[src/rtl/assert_macros.svh]
// ----------------------------------------------------------------------------
// assert_macros
// Assertion helpers included by the rmd_ctrl sequencer.
// ----------------------------------------------------------------------------
`ifndef ASSERT_MACROS_SVH
`define ASSERT_MACROS_SVH

// Property checked on every rising clock edge outside reset.
`define RMD_ASSERT(label, prop, msg) \
   label: assert property (@(posedge clock) disable iff (reset) prop) else $error(msg);

// Implication whose consequent is checked in the cycle after its trigger.
`define RMD_ASSERT_NEXT(label, trig, prop, msg) \
   label: assert property (@(posedge clock) disable iff (reset) (trig) |=> (prop)) \
      else $error(msg);

`endif

[src/rtl/rmd_pkg.sv]
// ----------------------------------------------------------------------------
// rmd_pkg
// Shared types, constants and round functions of the RIPEMD-160 engine.
// ----------------------------------------------------------------------------
`default_nettype none

package rmd_pkg;

   localparam int unsigned NumRounds = 80;
   localparam int unsigned NumWords  = 16;
   localparam logic [5:0]  LastByte  = 6'd63;
   localparam logic [5:0]  PadEnd    = 6'd56;
   localparam logic [2:0]  LastIdx   = 3'd4;
   localparam logic [6:0]  LastRound = 7'd79;

   localparam logic [31:0] InitH [5] = '{
      32'h67452301, 32'hEFCDAB89, 32'h98BADCFE, 32'h10325476, 32'hC3D2E1F0};

   typedef struct packed {
      logic [31:0] data_word;
      logic [2:0]  valid_bytes;
      logic        last_word;
   } req_payload_type;

   typedef struct packed {
      logic [31:0] digest_word;
      logic [2:0]  word_index;
      logic        last_of_digest;
   } rsp_payload_type;

   typedef enum logic [2:0] {
      ST_IDLE, ST_BYTE, ST_PRIME, ST_ROUND, ST_UPDATE, ST_OUT
   } state_type;

   // Source of the next byte written into the block buffer.
   typedef enum logic [2:0] {
      PH_DATA, PH_PAD, PH_ZERO, PH_LEN, PH_DONE
   } phase_type;

   typedef struct packed {
      logic       load;
      logic       put_byte;
      phase_type  byte_src;
      logic       latch_len;
      logic       init_work;
      logic       round_en;
      logic [6:0] round;
      logic [6:0] rd_round;
      logic       update;
      logic [2:0] out_idx;
      logic       clear;
   } cmd_type;

   typedef struct packed {
      logic [5:0] bytes_in_block;
      logic       bytes_left_zero;
      logic       last_flag;
   } status_type;

   localparam logic [3:0] SelL [80] = '{
      0,1,2,3,4,5,6,7,8,9,10,11,12,13,14,15,
      7,4,13,1,10,6,15,3,12,0,9,5,2,14,11,8,
      3,10,14,4,9,15,8,1,2,7,0,6,13,11,5,12,
      1,9,11,10,0,8,12,4,13,3,7,15,14,5,6,2,
      4,0,5,9,7,12,2,10,14,1,3,8,11,6,15,13};
   localparam logic [3:0] SelR [80] = '{
      5,14,7,0,9,2,11,4,13,6,15,8,1,10,3,12,
      6,11,3,7,0,13,5,10,14,15,8,12,4,9,1,2,
      15,5,1,3,7,14,6,9,11,8,12,2,10,0,4,13,
      8,6,4,1,3,11,15,0,5,12,2,13,9,7,10,14,
      12,15,10,4,1,5,8,7,6,2,13,14,0,3,9,11};
   localparam logic [3:0] RotL [80] = '{
      11,14,15,12,5,8,7,9,11,13,14,15,6,7,9,8,
      7,6,8,13,11,9,7,15,7,12,15,9,11,7,13,12,
      11,13,6,7,14,9,13,15,14,8,13,6,5,12,7,5,
      11,12,14,15,14,15,9,8,9,14,5,6,8,6,5,12,
      9,15,5,11,6,8,13,12,5,12,13,14,11,8,5,6};
   localparam logic [3:0] RotR [80] = '{
      8,9,9,11,13,15,15,5,7,7,8,11,14,14,12,6,
      9,13,15,7,12,8,9,11,7,7,12,7,6,15,13,11,
      9,7,15,11,8,6,6,14,12,13,5,14,13,13,7,5,
      15,5,8,11,14,14,6,14,6,9,12,9,12,5,15,8,
      8,5,12,9,12,5,14,6,8,13,6,5,15,13,11,11};
   localparam logic [31:0] AddL [5] = '{
      32'h00000000, 32'h5A827999, 32'h6ED9EBA1, 32'h8F1BBCDC, 32'hA953FD4E};
   localparam logic [31:0] AddR [5] = '{
      32'h50A28BE6, 32'h5C4DD124, 32'h6D703EF3, 32'h7A6D76E9, 32'h00000000};

   // Table lookups; indexes past the last round read as zero.
   function automatic logic [3:0] sel_l(input logic [6:0] idx);
      sel_l = (idx < 7'(NumRounds)) ? SelL[idx] : 4'd0;
   endfunction

   function automatic logic [3:0] sel_r(input logic [6:0] idx);
      sel_r = (idx < 7'(NumRounds)) ? SelR[idx] : 4'd0;
   endfunction

   function automatic logic [3:0] rot_l(input logic [6:0] idx);
      rot_l = (idx < 7'(NumRounds)) ? RotL[idx] : 4'd0;
   endfunction

   function automatic logic [3:0] rot_r(input logic [6:0] idx);
      rot_r = (idx < 7'(NumRounds)) ? RotR[idx] : 4'd0;
   endfunction

   function automatic logic [31:0] add_l(input logic [2:0] g);
      add_l = (g <= LastIdx) ? AddL[g] : 32'd0;
   endfunction

   function automatic logic [31:0] add_r(input logic [2:0] g);
      add_r = (g <= LastIdx) ? AddR[g] : 32'd0;
   endfunction

   function automatic logic [31:0] rotl(input logic [31:0] v, input logic [3:0] n);
      logic [63:0] dbl;
      dbl  = {v, v} << n;
      rotl = dbl[63:32];
   endfunction

   // The five boolean functions of the two lines.
   function automatic logic [31:0] mix(input logic [2:0] g, input logic [31:0] x,
                                       input logic [31:0] y, input logic [31:0] z);
      unique case (g)
         3'd0:    mix = x ^ y ^ z;
         3'd1:    mix = (x & y) | (~x & z);
         3'd2:    mix = (x | ~y) ^ z;
         3'd3:    mix = (x & z) | (y & ~z);
         default: mix = x ^ (y | ~z);
      endcase
   endfunction

endpackage

`default_nettype wire

[src/rtl/ripemd160_hash_engine.sv]
// A word is accepted in idle, then its valid bytes go into the block buffer one by one, and the
// engine returns to idle. Each full 64-byte block gets read priming, 80 rounds with both lines
// in parallel, and the chaining update. A new word is taken only in idle, once the previous word
// and any block it filled are done. The last word adds padding (one or two blocks) and five
// digest transfers. Synchronous active-high reset restores the initial chaining words.
// ----------------------------------------------------------------------------
// ripemd160_hash_engine
// RIPEMD-160 digest of a byte stream that arrives as packed 32-bit words.
// ----------------------------------------------------------------------------
`default_nettype none

module ripemd160_hash_engine (
   input  wire logic                     clock,
   input  wire logic                     reset,
   input  wire logic                     req_valid,
   output logic                          req_stall,
   input  wire rmd_pkg::req_payload_type req_data,
   output logic                          rsp_valid,
   input  wire logic                     rsp_stall,
   output rmd_pkg::rsp_payload_type      rsp_data
);

   rmd_pkg::cmd_type    cmd;
   rmd_pkg::status_type status;
   logic [31:0]         digest_word;

   rmd_ctrl u_ctrl (
      .clock     (clock),
      .reset     (reset),
      .req_valid (req_valid),
      .req_stall (req_stall),
      .rsp_valid (rsp_valid),
      .rsp_stall (rsp_stall),
      .status    (status),
      .cmd       (cmd)
   );

   rmd_datapath u_datapath (
      .clock       (clock),
      .reset       (reset),
      .cmd         (cmd),
      .req_data    (req_data),
      .status      (status),
      .digest_word (digest_word)
   );

   // Result transfer payload.
   assign rsp_data.digest_word    = digest_word;
   assign rsp_data.word_index     = cmd.out_idx;
   assign rsp_data.last_of_digest = (cmd.out_idx == rmd_pkg::LastIdx);

endmodule

`default_nettype wire

[src/rtl/rmd_datapath.sv]
// ----------------------------------------------------------------------------
// rmd_datapath
// Block buffer, byte counters, chaining words and the two round lines.
// ----------------------------------------------------------------------------
`default_nettype none

module rmd_datapath (
   input  wire logic                     clock,
   input  wire logic                     reset,
   input  wire rmd_pkg::cmd_type         cmd,
   input  wire rmd_pkg::req_payload_type req_data,
   output rmd_pkg::status_type           status,
   output logic [31:0]                   digest_word
);

   logic [31:0] blk_mem_ff [rmd_pkg::NumWords];
   logic [31:0] rd_l_ff, rd_r_ff;
   logic [31:0] word_ff;
   logic [2:0]  left_ff;
   logic        last_ff;
   logic [5:0]  bib_ff;
   logic [31:0] blocks_ff;
   logic [63:0] len_ff;
   logic [31:0] chain_ff [5];
   logic [31:0] al_ff, bl_ff, cl_ff, dl_ff, el_ff;
   logic [31:0] ar_ff, br_ff, cr_ff, dr_ff, er_ff;
   logic [7:0]  byte_val;
   logic [2:0]  g_l, g_r;
   logic [31:0] t_l, t_r;

   // Byte that goes into the buffer this cycle.
   always_comb begin
      unique case (cmd.byte_src)
         rmd_pkg::PH_DATA: byte_val = word_ff[7:0];
         rmd_pkg::PH_PAD:  byte_val = 8'h80;
         rmd_pkg::PH_LEN:  byte_val = len_ff[7:0];
         default:          byte_val = 8'h00;
      endcase
   end

   // Buffer write of one byte lane, and the two registered round reads.
   always_ff @(posedge clock) begin
      if (cmd.put_byte) begin
         blk_mem_ff[bib_ff[5:2]][8*bib_ff[1:0] +: 8] <= byte_val;
      end
      rd_l_ff <= blk_mem_ff[rmd_pkg::sel_l(cmd.rd_round)];
      rd_r_ff <= blk_mem_ff[rmd_pkg::sel_r(cmd.rd_round)];
   end

   // Input word, remaining byte count and message length.
   always_ff @(posedge clock) begin
      if (cmd.load) begin
         word_ff <= req_data.data_word;
         left_ff <= (req_data.valid_bytes > 3'd4) ? 3'd4 : req_data.valid_bytes;
         last_ff <= req_data.last_word;
      end else if (cmd.put_byte && cmd.byte_src == rmd_pkg::PH_DATA) begin
         word_ff <= word_ff >> 8;
         left_ff <= left_ff - 3'd1;
      end
      if (cmd.latch_len) begin
         len_ff <= {23'd0, blocks_ff, bib_ff, 3'd0};
      end else if (cmd.put_byte && cmd.byte_src == rmd_pkg::PH_LEN) begin
         len_ff <= len_ff >> 8;
      end
   end

   // Byte position in the block and count of finished blocks.
   always_ff @(posedge clock) begin
      if (reset || cmd.clear) begin
         bib_ff    <= '0;
         blocks_ff <= '0;
      end else if (cmd.put_byte) begin
         bib_ff <= bib_ff + 6'd1;
         if (bib_ff == rmd_pkg::LastByte) begin
            blocks_ff <= blocks_ff + 32'd1;
         end
      end
   end

   // One round of each line per cycle.
   always_comb begin
      g_l = cmd.round[6:4];
      g_r = 3'd4 - g_l;
      t_l = rmd_pkg::rotl(al_ff + rmd_pkg::mix(g_l, bl_ff, cl_ff, dl_ff) + rd_l_ff
                          + rmd_pkg::add_l(g_l), rmd_pkg::rot_l(cmd.round)) + el_ff;
      t_r = rmd_pkg::rotl(ar_ff + rmd_pkg::mix(g_r, br_ff, cr_ff, dr_ff) + rd_r_ff
                          + rmd_pkg::add_r(g_l), rmd_pkg::rot_r(cmd.round)) + er_ff;
   end

   always_ff @(posedge clock) begin
      if (cmd.init_work) begin
         al_ff <= chain_ff[0]; ar_ff <= chain_ff[0];
         bl_ff <= chain_ff[1]; br_ff <= chain_ff[1];
         cl_ff <= chain_ff[2]; cr_ff <= chain_ff[2];
         dl_ff <= chain_ff[3]; dr_ff <= chain_ff[3];
         el_ff <= chain_ff[4]; er_ff <= chain_ff[4];
      end else if (cmd.round_en) begin
         al_ff <= el_ff;
         el_ff <= dl_ff;
         dl_ff <= rmd_pkg::rotl(cl_ff, 4'd10);
         cl_ff <= bl_ff;
         bl_ff <= t_l;
         ar_ff <= er_ff;
         er_ff <= dr_ff;
         dr_ff <= rmd_pkg::rotl(cr_ff, 4'd10);
         cr_ff <= br_ff;
         br_ff <= t_r;
      end
   end

   // Chaining words: combine both lines at the end of a block.
   always_ff @(posedge clock) begin
      if (reset || cmd.clear) begin
         for (int i = 0; i < 5; i++) begin
            chain_ff[i] <= rmd_pkg::InitH[i];
         end
      end else if (cmd.update) begin
         chain_ff[0] <= chain_ff[1] + cl_ff + dr_ff;
         chain_ff[1] <= chain_ff[2] + dl_ff + er_ff;
         chain_ff[2] <= chain_ff[3] + el_ff + ar_ff;
         chain_ff[3] <= chain_ff[4] + al_ff + br_ff;
         chain_ff[4] <= chain_ff[0] + bl_ff + cr_ff;
      end
   end

   assign digest_word = (cmd.out_idx <= rmd_pkg::LastIdx) ? chain_ff[cmd.out_idx] : 32'd0;

   assign status.bytes_in_block  = bib_ff;
   assign status.bytes_left_zero = (left_ff == 3'd0);
   assign status.last_flag       = last_ff;

endmodule

`default_nettype wire

[src/rtl/rmd_ctrl.sv]
// ----------------------------------------------------------------------------
// rmd_ctrl
// Sequencer: byte loading, padding, round stepping and digest output.
// ----------------------------------------------------------------------------
`default_nettype none

`include "assert_macros.svh"

module rmd_ctrl (
   input  wire logic                clock,
   input  wire logic                reset,
   input  wire logic                req_valid,
   output logic                     req_stall,
   output logic                     rsp_valid,
   input  wire logic                rsp_stall,
   input  wire rmd_pkg::status_type status,
   output rmd_pkg::cmd_type         cmd
);

   rmd_pkg::state_type state_ff, state_in;
   rmd_pkg::phase_type phase_ff, phase_in;
   logic [6:0] round_ff, round_in;
   logic [2:0] len_cnt_ff, len_cnt_in;
   logic [2:0] out_ff, out_in;

   // State registers.
   always_ff @(posedge clock) begin
      if (reset) begin
         state_ff   <= rmd_pkg::ST_IDLE;
         phase_ff   <= rmd_pkg::PH_DATA;
         round_ff   <= '0;
         len_cnt_ff <= '0;
         out_ff     <= '0;
      end else begin
         state_ff   <= state_in;
         phase_ff   <= phase_in;
         round_ff   <= round_in;
         len_cnt_ff <= len_cnt_in;
         out_ff     <= out_in;
      end
   end

   // Next state and datapath commands.
   always_comb begin
      state_in     = state_ff;
      phase_in     = phase_ff;
      round_in     = round_ff;
      len_cnt_in   = len_cnt_ff;
      out_in       = out_ff;
      cmd          = '0;
      cmd.byte_src = phase_ff;
      cmd.round    = round_ff;
      cmd.out_idx  = out_ff;
      unique case (state_ff)
         rmd_pkg::ST_IDLE: begin
            if (req_valid) begin
               cmd.load = 1'b1;
               phase_in = rmd_pkg::PH_DATA;
               state_in = rmd_pkg::ST_BYTE;
            end
         end
         rmd_pkg::ST_BYTE: begin
            unique case (phase_ff)
               rmd_pkg::PH_DATA: begin
                  if (!status.bytes_left_zero) begin
                     cmd.put_byte = 1'b1;
                  end else if (status.last_flag) begin
                     cmd.latch_len = 1'b1;
                     phase_in      = rmd_pkg::PH_PAD;
                  end else begin
                     state_in = rmd_pkg::ST_IDLE;
                  end
               end
               rmd_pkg::PH_PAD: begin
                  cmd.put_byte = 1'b1;
                  phase_in     = rmd_pkg::PH_ZERO;
               end
               rmd_pkg::PH_ZERO: begin
                  if (status.bytes_in_block == rmd_pkg::PadEnd) begin
                     phase_in   = rmd_pkg::PH_LEN;
                     len_cnt_in = '0;
                  end else begin
                     cmd.put_byte = 1'b1;
                  end
               end
               rmd_pkg::PH_LEN: begin
                  cmd.put_byte = 1'b1;
                  len_cnt_in   = len_cnt_ff + 3'd1;
                  if (len_cnt_ff == 3'd7) begin
                     phase_in = rmd_pkg::PH_DONE;
                  end
               end
               default: begin
                  out_in   = '0;
                  state_in = rmd_pkg::ST_OUT;
               end
            endcase
            // A full block goes to compression before the next byte.
            if (cmd.put_byte && status.bytes_in_block == rmd_pkg::LastByte) begin
               state_in = rmd_pkg::ST_PRIME;
            end
         end
         rmd_pkg::ST_PRIME: begin
            cmd.init_work = 1'b1;
            cmd.rd_round  = '0;
            round_in      = '0;
            state_in      = rmd_pkg::ST_ROUND;
         end
         rmd_pkg::ST_ROUND: begin
            cmd.round_en = 1'b1;
            cmd.rd_round = round_ff + 7'd1;
            round_in     = round_ff + 7'd1;
            if (round_ff == rmd_pkg::LastRound) begin
               state_in = rmd_pkg::ST_UPDATE;
            end
         end
         rmd_pkg::ST_UPDATE: begin
            cmd.update = 1'b1;
            out_in     = '0;
            state_in   = (phase_ff == rmd_pkg::PH_DONE) ? rmd_pkg::ST_OUT : rmd_pkg::ST_BYTE;
         end
         rmd_pkg::ST_OUT: begin
            if (!rsp_stall) begin
               if (out_ff == rmd_pkg::LastIdx) begin
                  cmd.clear = 1'b1;
                  state_in  = rmd_pkg::ST_IDLE;
               end else begin
                  out_in = out_ff + 3'd1;
               end
            end
         end
         default: state_in = rmd_pkg::ST_IDLE;
      endcase
   end

   assign req_stall = (state_ff != rmd_pkg::ST_IDLE);
   assign rsp_valid = (state_ff == rmd_pkg::ST_OUT);

   `RMD_ASSERT_NEXT(a_round_end, state_ff == rmd_pkg::ST_ROUND && round_ff == rmd_pkg::LastRound,
      state_ff == rmd_pkg::ST_UPDATE, "Round sequence did not end in the update step.")
   `RMD_ASSERT_NEXT(a_accept, req_valid && !req_stall,
      state_ff == rmd_pkg::ST_BYTE && phase_ff == rmd_pkg::PH_DATA,
      "Accepted word did not start byte loading.")
   `RMD_ASSERT_NEXT(a_digest_end, rsp_valid && !rsp_stall && out_ff == rmd_pkg::LastIdx,
      !rsp_valid && state_ff == rmd_pkg::ST_IDLE, "Digest output did not end after h4.")
   `RMD_ASSERT(a_out_range, !rsp_valid || out_ff <= rmd_pkg::LastIdx,
      "Digest word index out of range.")

endmodule

`default_nettype wire
[config.mk]
export PLATFORM = sky130hd
export DESIGN_NAME = ripemd160_hash_engine
export DESIGN_NICKNAME = d
export VERILOG_FILES = /design/src/rtl/rmd_pkg.sv /design/src/rtl/ripemd160_hash_engine.sv /design/src/rtl/rmd_datapath.sv /design/src/rtl/rmd_ctrl.sv
export VERILOG_INCLUDE_DIRS = /design/src /design/src/rtl
export SDC_FILE = /design/constraint.sdc
export NUM_CORES = 2
export LEC_CHECK = 0
export BUFFER_PORTS_ARGS = -buffer_cell sky130_fd_sc_hd__buf_2
export CAP_MARGIN = 5
export CORE_UTILIZATION = 35
export CTS_CLUSTER_SIZE = 10
export DETAILED_ROUTE_END_ITERATION = 7
export SKIP_CTS_REPAIR_TIMING = 1
export SYNTH_ARGS = -nofsm -noshare
export SYNTH_HDL_FRONTEND = slang
export SYNTH_HIERARCHICAL = 1
export SYNTH_SLANG_ARGS = --single-unit
export TNS_END_PERCENT = 30
[constraint.sdc]
create_clock -name clock -period 14.5 [get_ports clock]
set_input_delay 2.9 -clock clock [delete_from_list [all_inputs] [get_ports clock]]
set_output_delay 2.9 -clock clock [all_outputs]
set_load 0.01 [all_outputs]
After elaboration in Yosys (flattened, before gate mapping)
Memory sizes are Yosys's and may differ from the RTL's. A register that Yosys moved wholly into a read port is not among the register bits.
Cells that the tools add are included.
{"block": "word_totals", "regBits": 454, "mem_bits_rw": 672, "rom_bits": 2560, "in_bits": 40, "out_inout_bits": 38, "elab_cells": 271, "memories": 8}
{"name": "(name not given)", "words": 128, "word_bits": 4, "read_ports": 1, "rd_ports_with_merged_regs": 0, "wr": 0, "line_no": "rmd_pkg.sv:103", "rtl": "rot_r = (idx < 7'(NumRounds)) ? RotR[idx] : 4'd0;"}
{"name": "(name not given)", "words": 128, "word_bits": 4, "read_ports": 1, "rd_ports_with_merged_regs": 0, "wr": 0, "line_no": "rmd_pkg.sv:91", "rtl": "sel_l = (idx < 7'(NumRounds)) ? SelL[idx] : 4'd0;"}
{"name": "(name not given)", "words": 128, "word_bits": 4, "read_ports": 1, "rd_ports_with_merged_regs": 0, "wr": 0, "line_no": "rmd_pkg.sv:95", "rtl": "sel_r = (idx < 7'(NumRounds)) ? SelR[idx] : 4'd0;"}
{"name": "(name not given)", "words": 128, "word_bits": 4, "read_ports": 1, "rd_ports_with_merged_regs": 0, "wr": 0, "line_no": "rmd_pkg.sv:99", "rtl": "rot_l = (idx < 7'(NumRounds)) ? RotL[idx] : 4'd0;"}
{"name": "u_datapath.blk_mem_ff", "words": 16, "word_bits": 32, "read_ports": 2, "rd_ports_with_merged_regs": 2, "wr": 1, "line_no": "rmd_datapath.sv:16", "rtl": "logic [31:0] blk_mem_ff [rmd_pkg::NumWords];"}
{"name": "(name not given)", "words": 8, "word_bits": 32, "read_ports": 1, "rd_ports_with_merged_regs": 0, "wr": 0, "line_no": "rmd_pkg.sv:111", "rtl": "add_r = (g <= LastIdx) ? AddR[g] : 32'd0;"}
{"name": "2 more memories"}
{"block": "classes", "n_addsub": 26, "magnitude_cmp": 8, "n_eq_ne": 35, "shifts": 4, "muxes": 105, "bitwise": 38, "n_reduce_logical": 25}
{"cell": "$mux 32", "n": 35}
{"cell": "$add 32x32->32", "n": 18}
{"cell": "$and 32x32->32", "n": 8}
{"cell": "$or 32x32->32", "n": 8}
{"cell": "$pmux 32 s4", "n": 2}
{"cell": "$xor 32x32->32", "n": 8}
{"cell": "$not 32->32", "n": 6}
{"cell": "$shl 64x4->64", "n": 2}
{"cell": "$mux 41", "n": 2}
{"cell": "$mux 3", "n": 22}
{"cell": "$mux 4", "n": 12}
{"cell": "$neg 5->34", "n": 1}
{"cell": "$shift 8x34->32 const A", "n": 1}
{"cell": "$shiftx 8x34->32", "n": 1}
{"cell": "$add 32x1->32 const B", "n": 1}
{"cell": "$eq 3x2->1 const B", "n": 8}
{"cell": "$pmux 8 s3", "n": 1}
{"cell": "$mux 1", "n": 22}
{"cell": "$pmux 3 s2", "n": 3}
{"cell": "$pmux 3 s6", "n": 1}
{"cell": "$ge 8x8->1 const B", "n": 2}
{"cell": "$not 7->8", "n": 2}
{"cell": "$eq 3x3->1 const B", "n": 5}
{"cell": "$logic_not 3->1", "n": 5}
{"cell": "other kinds (36)", "n": 65}

Longest topological paths before layout
{"block": "logic_depth", "word_depth": 11, "mapped_depth": 45}

By module
Netlist, hierarchy kept.
{"module": "rmd_datapath", "n_inst": 1, "cells_per_inst": 8298, "area_each_um2": 81112.8}
{"module": "rmd_ctrl", "n_inst": 1, "cells_per_inst": 168, "area_each_um2": 1252.5}
{"module": "ripemd160_hash_engine", "n_inst": 1, "cells_per_inst": 1, "area_each_um2": 12.5}

Worst setup path after synthesis
Ideal clock, no wire load.
{"block": "synth_timing", "kind": "flip-flop to flip-flop", "start": "reg u_ctrl.round_ff[5]", "end": "reg u_datapath.bl_ff[30] (data pin)", "setup_ps": 263, "t_arrival_ps": 9314, "required_time_ps": 14237, "setup_slack_ps": 4923, "stages_incl_launch_ff": 38, "n_path_buf": 1, "synth_period_minus_slack_ps": 9577, "cell_sequence": "dfxtp_1 > inv_1 > ha_1 > nand2_1 > inv_1 > nor4_1 > clkbuf_1 > a21oi_1 > fa_1 > fa_1 > inv_1 > ha_1 > inv_1 > fa_1 > nand2b_1 > a211o_1 > a2111o_1 > and4_4 > [... 2 more ...] > o311ai_4 > xor2_2 > mux4_1 > mux2i_1 > mux2i_1 > ha_1 > a21o_1 > a221oi_1 > nor2b_1 > o21a_1 > or3_1 > o21bai_1 > a221o_1 > o41ai_2 > o21ai_1 > o41ai_1 > xor2_1 > o21ai_1"}
{"block": "synth_between", "elab_chain_len": 10}
{"element": "from (decl)", "line_no": "rmd_ctrl.sv:22", "rtl": "logic [6:0] round_ff, round_in;"}
{"element": "from (signal assigned)", "line_no": "rmd_ctrl.sv:37", "rtl": "round_ff <= round_in;"}
{"element": "branches (longest 6 deep; another with $add 32x32->32)"}
{"element": "$shl 64x4->64 *", "line_no": "rmd_pkg.sv:116", "rtl": "dbl = {v, v} << n;"}
{"element": "$add 32x32->32 *", "line_no": "rmd_datapath.sv:85", "rtl": "+ rmd_pkg::add_l(g_l), rmd_pkg::rot_l(cmd.round)) + el_ff;"}
{"element": "$mux 32 *", "line_no": "rmd_datapath.sv:97", "rtl": "end else if (cmd.round_en) begin"}
{"element": "$mux 32 *", "line_no": "rmd_datapath.sv:91", "rtl": "if (cmd.init_work) begin"}
{"element": "to (signal assigned)", "line_no": "rmd_datapath.sv:93", "rtl": "bl_ff <= chain_ff[1]; br_ff <= chain_ff[1];"}
{"element": "to (signal assigned)", "line_no": "rmd_datapath.sv:102", "rtl": "bl_ff <= t_l;"}
{"element": "to (decl)", "line_no": "rmd_datapath.sv:25", "rtl": "logic [31:0] al_ff, bl_ff, cl_ff, dl_ff, el_ff;"}
Every way passes the cells marked *. The select of a mux whose other input is x is not followed.
A chain may end at the register's enable or synchronous reset.

Worst setup path after layout
{"block": "layout_timing", "start": "reg u_ctrl.round_ff[5]", "end": "reg u_datapath.br_ff[31] (data pin)"}
{"block": "layout_between", "elab_chain_len": 10}
{"element": "$sub 3x3->3 or $not 3->4 (tied branches)", "line_no": "rmd_datapath.sv:83, rmd_pkg.sv:111"}
{"element": "$eq 3x2->1 (tied with other cells)", "line_no": "rmd_pkg.sv:123", "rtl": "unique case (g)"}
{"element": "$pmux 32 s4 or $mux 32 (tied branches)", "line_no": "rmd_pkg.sv:123, rmd_pkg.sv:111"}
{"element": "$add 32x32->32 or $mux 32 (tied branches) (2 in series)", "line_no": "rmd_datapath.sv:86, rmd_pkg.sv:111"}
{"element": "$add 32x32->32", "line_no": "rmd_datapath.sv:87", "rtl": "+ rmd_pkg::add_r(g_l), rmd_pkg::rot_r(cmd.round)) + er_ff;"}
{"element": "$shl 64x4->64 *", "line_no": "rmd_pkg.sv:116"}
{"element": "$add 32x32->32 *", "line_no": "rmd_datapath.sv:87"}
{"element": "$mux 32 *", "line_no": "rmd_datapath.sv:97"}
{"element": "$mux 32 *", "line_no": "rmd_datapath.sv:91"}
{"element": "to (signal assigned)", "line_no": "rmd_datapath.sv:93"}
{"element": "to (signal assigned)", "line_no": "rmd_datapath.sv:107", "rtl": "br_ff <= t_r;"}
{"element": "to (decl)", "line_no": "rmd_datapath.sv:26", "rtl": "logic [31:0] ar_ff, br_ff, cr_ff, dr_ff, er_ff;"}
Mark *: on every way between the ends. The rest lies on a longest branch, timed or not. The select of a mux whose other input is x is not followed.

==> impl_metrics.csv <==
group,metric,value,unit
global_route,grt_pass1_wl,436000,um
timing,slew_violations,0,
power,p_comb_share,20.4,%
run,maxCapViolCount,0,
die,ios,78,
cts,clock_path_buffers,3,
run_status,failed_checks,"DRC",
cts,cts_tree,"built",
drt,vias,68000,
critical_path,critPathMostFrequentCell,"ha_1",
logic_synthesis,synth_edf_count,1066,
logic_synthesis,synth_mux_area_share,4.62,%
power,p_leak,33.6,nW
timing,worst_pin_slew,1370,ps
logic_synthesis,syn_area,82400,sq um
power,powerDensity,105,nW/um^2
global_route,first_global_vias,64400,
critical_path,critPathKind,"reg -> reg",
cts,htreeDepth,4,
place,io_buffers,77,
critical_path,cp_max_fo,20,
logic_synthesis,yosysTopAreaCellShare,38.9,%
cts,clock-sinks,1190,
die,dieHeight,487,um
critical_path,ff2ff_path_depth,38,
drt,postRouteAntennaNets,0,
logic_synthesis,synth_top_family_by_area,"compound AO/OA/AOI/OAI gates",
critical_path,worst_ep_required_time,15060,ps
logic_synthesis,synth_xor_area_share,3.91,%
logic_synthesis,yosys_warnings,6,
power,ir_worst_vdd,0.0000927,V
timing,hold_viol_final,0,
drt,dr.first_iter.drc_count,8531,
timing,rsz0062_at_grt,"no",
power,clkPwrFrac,36.4,%
die,die_w,487,um
global_route,grt_usage,24.9,%
timing,max_freq,0.0776,GHz
timing,skew,64.2,ps
finish,syn2layout_area_growth,9.79,%
global_route,grt_max_degree,188,
critical_path,endpoint_kind,"flip-flop",
logic_synthesis,syn_nets,9169,
drt,first_pass_iters,8,
timing,whs,485,ps
drt,routed_wl,303000,um
timing,final.min_clock_period,12890,ps
timing,period_share,88.9,%
logic_synthesis,ys_ff_latch,1190,
place,post-dp-hpwl,223000,um
drt,drc,2,
min_path,hold_depth,2,
die,coreArea,233000,sq um
die,std_cell_rows,177,
critical_path,critical_path.startpoint_type,"flip-flop",
min_path,hp-class,"reg -> reg",
logic_synthesis,synth_top_area_cell,"edfxtp_1",
logic_synthesis,avgSynthCellArea,9.73,sq um
global_route,grt-ovfl-total,0,
timing,maxSlewHeadroom,8.38,%
logic_synthesis,synth_area_leaders,"edfxtp_1 (39%), fa_1 (6.9%), ha_1 (5.7%)",
place,place.gp.congestion,1.01,
timing,setup_violations,0,
critical_path,worstPathArrival,13450,ps
logic_synthesis,async_flop_share,0,%
power,seqPwrFrac,43.2,%
timing,setup-tns-final,0,ps
cts,root_buffer,"clkbuf_16",
drt,vias_per_cell,5.88,
finish,nNetsFinal,9026,
finish,final.fill_count,22700,
die,initial_core_util,35.3,%
cts,numCtsBuffers,143,
critical_path,crit_path_max_incr_delay,900,ps
power,p_switching,2.89,mW
logic_synthesis,synth_cell_types,107,
global_route,antenna_found_initial,12,
power,p_int,6.58,mW
cts,insertion_delay,830,ps
finish,post_route_cells_drive_above_1_share,6.70,%
logic_synthesis,ys_seq_area_share,41.9,%
logic_synthesis,ys_dominant_reg_cell,"edfxtp_1",
die,design.die.area,237000,sq um
critical_path,cp_slowest_cell,"dfxtp_1",
power,total_power,9.47,mW
logic_synthesis,synthCells,8467,
timing,worst_slack,1610,ps
cts,path_clk_slew,60,ps
place,pre_cts_ws,1990,ps
logic_synthesis,synth_compound_area_share,18.6,%
drt,wl_per_cell,26.2,um
logic_synthesis,synthSimpleGateAreaFrac,13.1,%
run_status,status,"finished, violations left",
logic_synthesis,synthAdderAreaFrac,12.6,%
finish,final_util,38.8,%
power,swShare,30.5,%
## cell usage after synthesis, types with 199 or more instances
library cell / instances
nand2_1: 1089
edfxtp_1: 1066
inv_1: 654
o21ai_0: 632
nor2_1: 552
a21oi_1: 502
clkbuf_1: 409
ha_1: 378
a211oi_1: 364
and2_1: 292
fa_1: 284
mux2i_1: 218
xnor2_1: 199
## path summary, 6_finish.rpt
check                                  start                                 to  slack, ps
min           u_datapath/len_ff[9]$_DFFE_PP_  u_datapath/len_ff[1]$_SDFFE_PP0P_        490
max          u_ctrl/round_ff[5]$_SDFFE_PP0P_     u_datapath/br_ff[31]$_DFFE_PP_       1610
max reg2reg  u_ctrl/round_ff[5]$_SDFFE_PP0P_     u_datapath/br_ff[31]$_DFFE_PP_       1610
min reg2reg   u_datapath/len_ff[9]$_DFFE_PP_  u_datapath/len_ff[1]$_SDFFE_PP0P_        490
## power by group through the flow
| stage | Combinational (mW) | Clock, mW | Sequential, mW |
|---|---|---|---|
| 2_1_floorplan | 1.27 | 0 | 4.11 |
| 3_3_place_gp | 1.85 | 0 | 4.16 |
| 3_5_place_dp | 1.88 | 0 | 4.16 |
| 4_1_cts | 1.89 | 3.50 | 4.09 |
| 5_1_grt | 2.07 | 3.63 | 4.11 |
| 6_report | 1.93 | 3.45 | 4.10 |
## layer usage
| metal | vias to the layer above | wire length (um) | track usage (%) |
|---|---|---|---|
| li1 | 30300 | - | - |
| met1 | 33600 | 126000 | 33.8 |
| met2 | 3472 | 133000 | 38.3 |
| met3 | 589 | 28700 | 4.37 |
| met4 | 10 | 15200 | 11.5 |
| met5 | - | 75 | 0 |
## placed cells by master, fill, tap and decap left out, types with 32 or more instances in the layout
| master | netlist | final |
|---|---|---|
| nand2_1 | 1089 | 1087 |
| edfxtp_1 | 1066 | 1066 |
| inv_1 | 654 | 653 |
| o21ai_0 | 632 | 631 |
| nor2_1 | 552 | 547 |
| a21oi_1 | 502 | 497 |
| ha_1 | 378 | 378 |
| a211oi_1 | 364 | 364 |
| and2_1 | 292 | 291 |
| fa_1 | 284 | 284 |
| mux2i_1 | 218 | 218 |
| xnor2_1 | 199 | 199 |
| a31oi_1 | 166 | 166 |
| xor2_1 | 165 | 165 |
| clkbuf_16 | 0 | 143 |
| a311oi_1 | 134 | 134 |
| a21o_1 | 124 | 124 |
| dfxtp_1 | 124 | 120 |
| buf_4 | 4 | 111 |
| nand3_1 | 99 | 99 |
| o22ai_1 | 91 | 89 |
| buf_2 | 31 | 77 |
| clkbuf_1 | 409 | 67 |
| a221oi_1 | 64 | 64 |
| nor3_1 | 62 | 62 |
| mux2_2 | 62 | 62 |
| nand2b_1 | 60 | 60 |
| nor2b_1 | 59 | 55 |
| and3_1 | 42 | 42 |
| o21a_1 | 41 | 41 |
| mux4_2 | 37 | 37 |
| o21bai_1 | 36 | 36 |
| a22oi_1 | 32 | 32 |
## cells by family (layout without fill, tap and decap cells)
| family | Yosys count | count (layout) |
|---|---|---|
| DFF | 1190 | 1190 |
| and+or+nand+nor | 2391 | 2391 |
| adders and majority gates | 662 | 662 |
| other | 0 | 9 |
| AOI/OAI and AO/OA | 2396 | 2396 |
| xor gates and xnor gates | 366 | 366 |
| muxes | 322 | 322 |
| buffers and inverters | 1140 | 1096 |
## registers in the layout (all words and copies together), names as in the netlist, 32 cells and up
signal / cells
u_datapath/blk_mem_ff: 512
u_datapath/chain_ff: 160
u_datapath/len_ff: 41
u_datapath/al_ff: 32
u_datapath/ar_ff: 32
u_datapath/bl_ff: 32
u_datapath/blocks_ff: 32
u_datapath/br_ff: 32
u_datapath/cl_ff: 32
u_datapath/cr_ff: 32
u_datapath/dl_ff: 32
u_datapath/dr_ff: 32
u_datapath/el_ff: 32
u_datapath/er_ff: 32
u_datapath/rd_l_ff: 32
u_datapath/rd_r_ff: 32
u_datapath/word_ff: 32
## final cells by class
class / instances / area [sq um] / area share [%]
Clock buffer: 213 / 3870 / 4.28
Timing Repair Buffer: 193 / 1320 / 1.46
Sequential cell: 1190 / 34500 / 38.1
Tap cell: 3132 / 3920 / 4.33
Antenna cell: 9 / 22.5 / 0.0249
Multi-Input combinational cell: 6137 / 43800 / 48.4
Clock inverter: 31 / 519 / 0.574
Inverter: 659 / 2480 / 2.74
## through the flow
step	std cells	instance area, sq um
global route	11600	90400
CTS	11600	90400
detailed placement	11300	86000
global placement	11300	86000
finish	11600	90400
floorplan	8467	82400
## critical path: cells and delay by family (launching register included)
kind / cells / cell delay [ps]
adder cells (fa/ha/maj): 6 / 2490
flip-flops: 1 / 900
AND/OR/NAND/NOR: 6 / 1870
buffers and inverters: 4 / 690
multiplexers: 5 / 1490
AO/OA/AOI/OAI: 14 / 4750
XOR/XNOR: 3 / 390
Note: power is estimated with default switching activity, not from simulation.
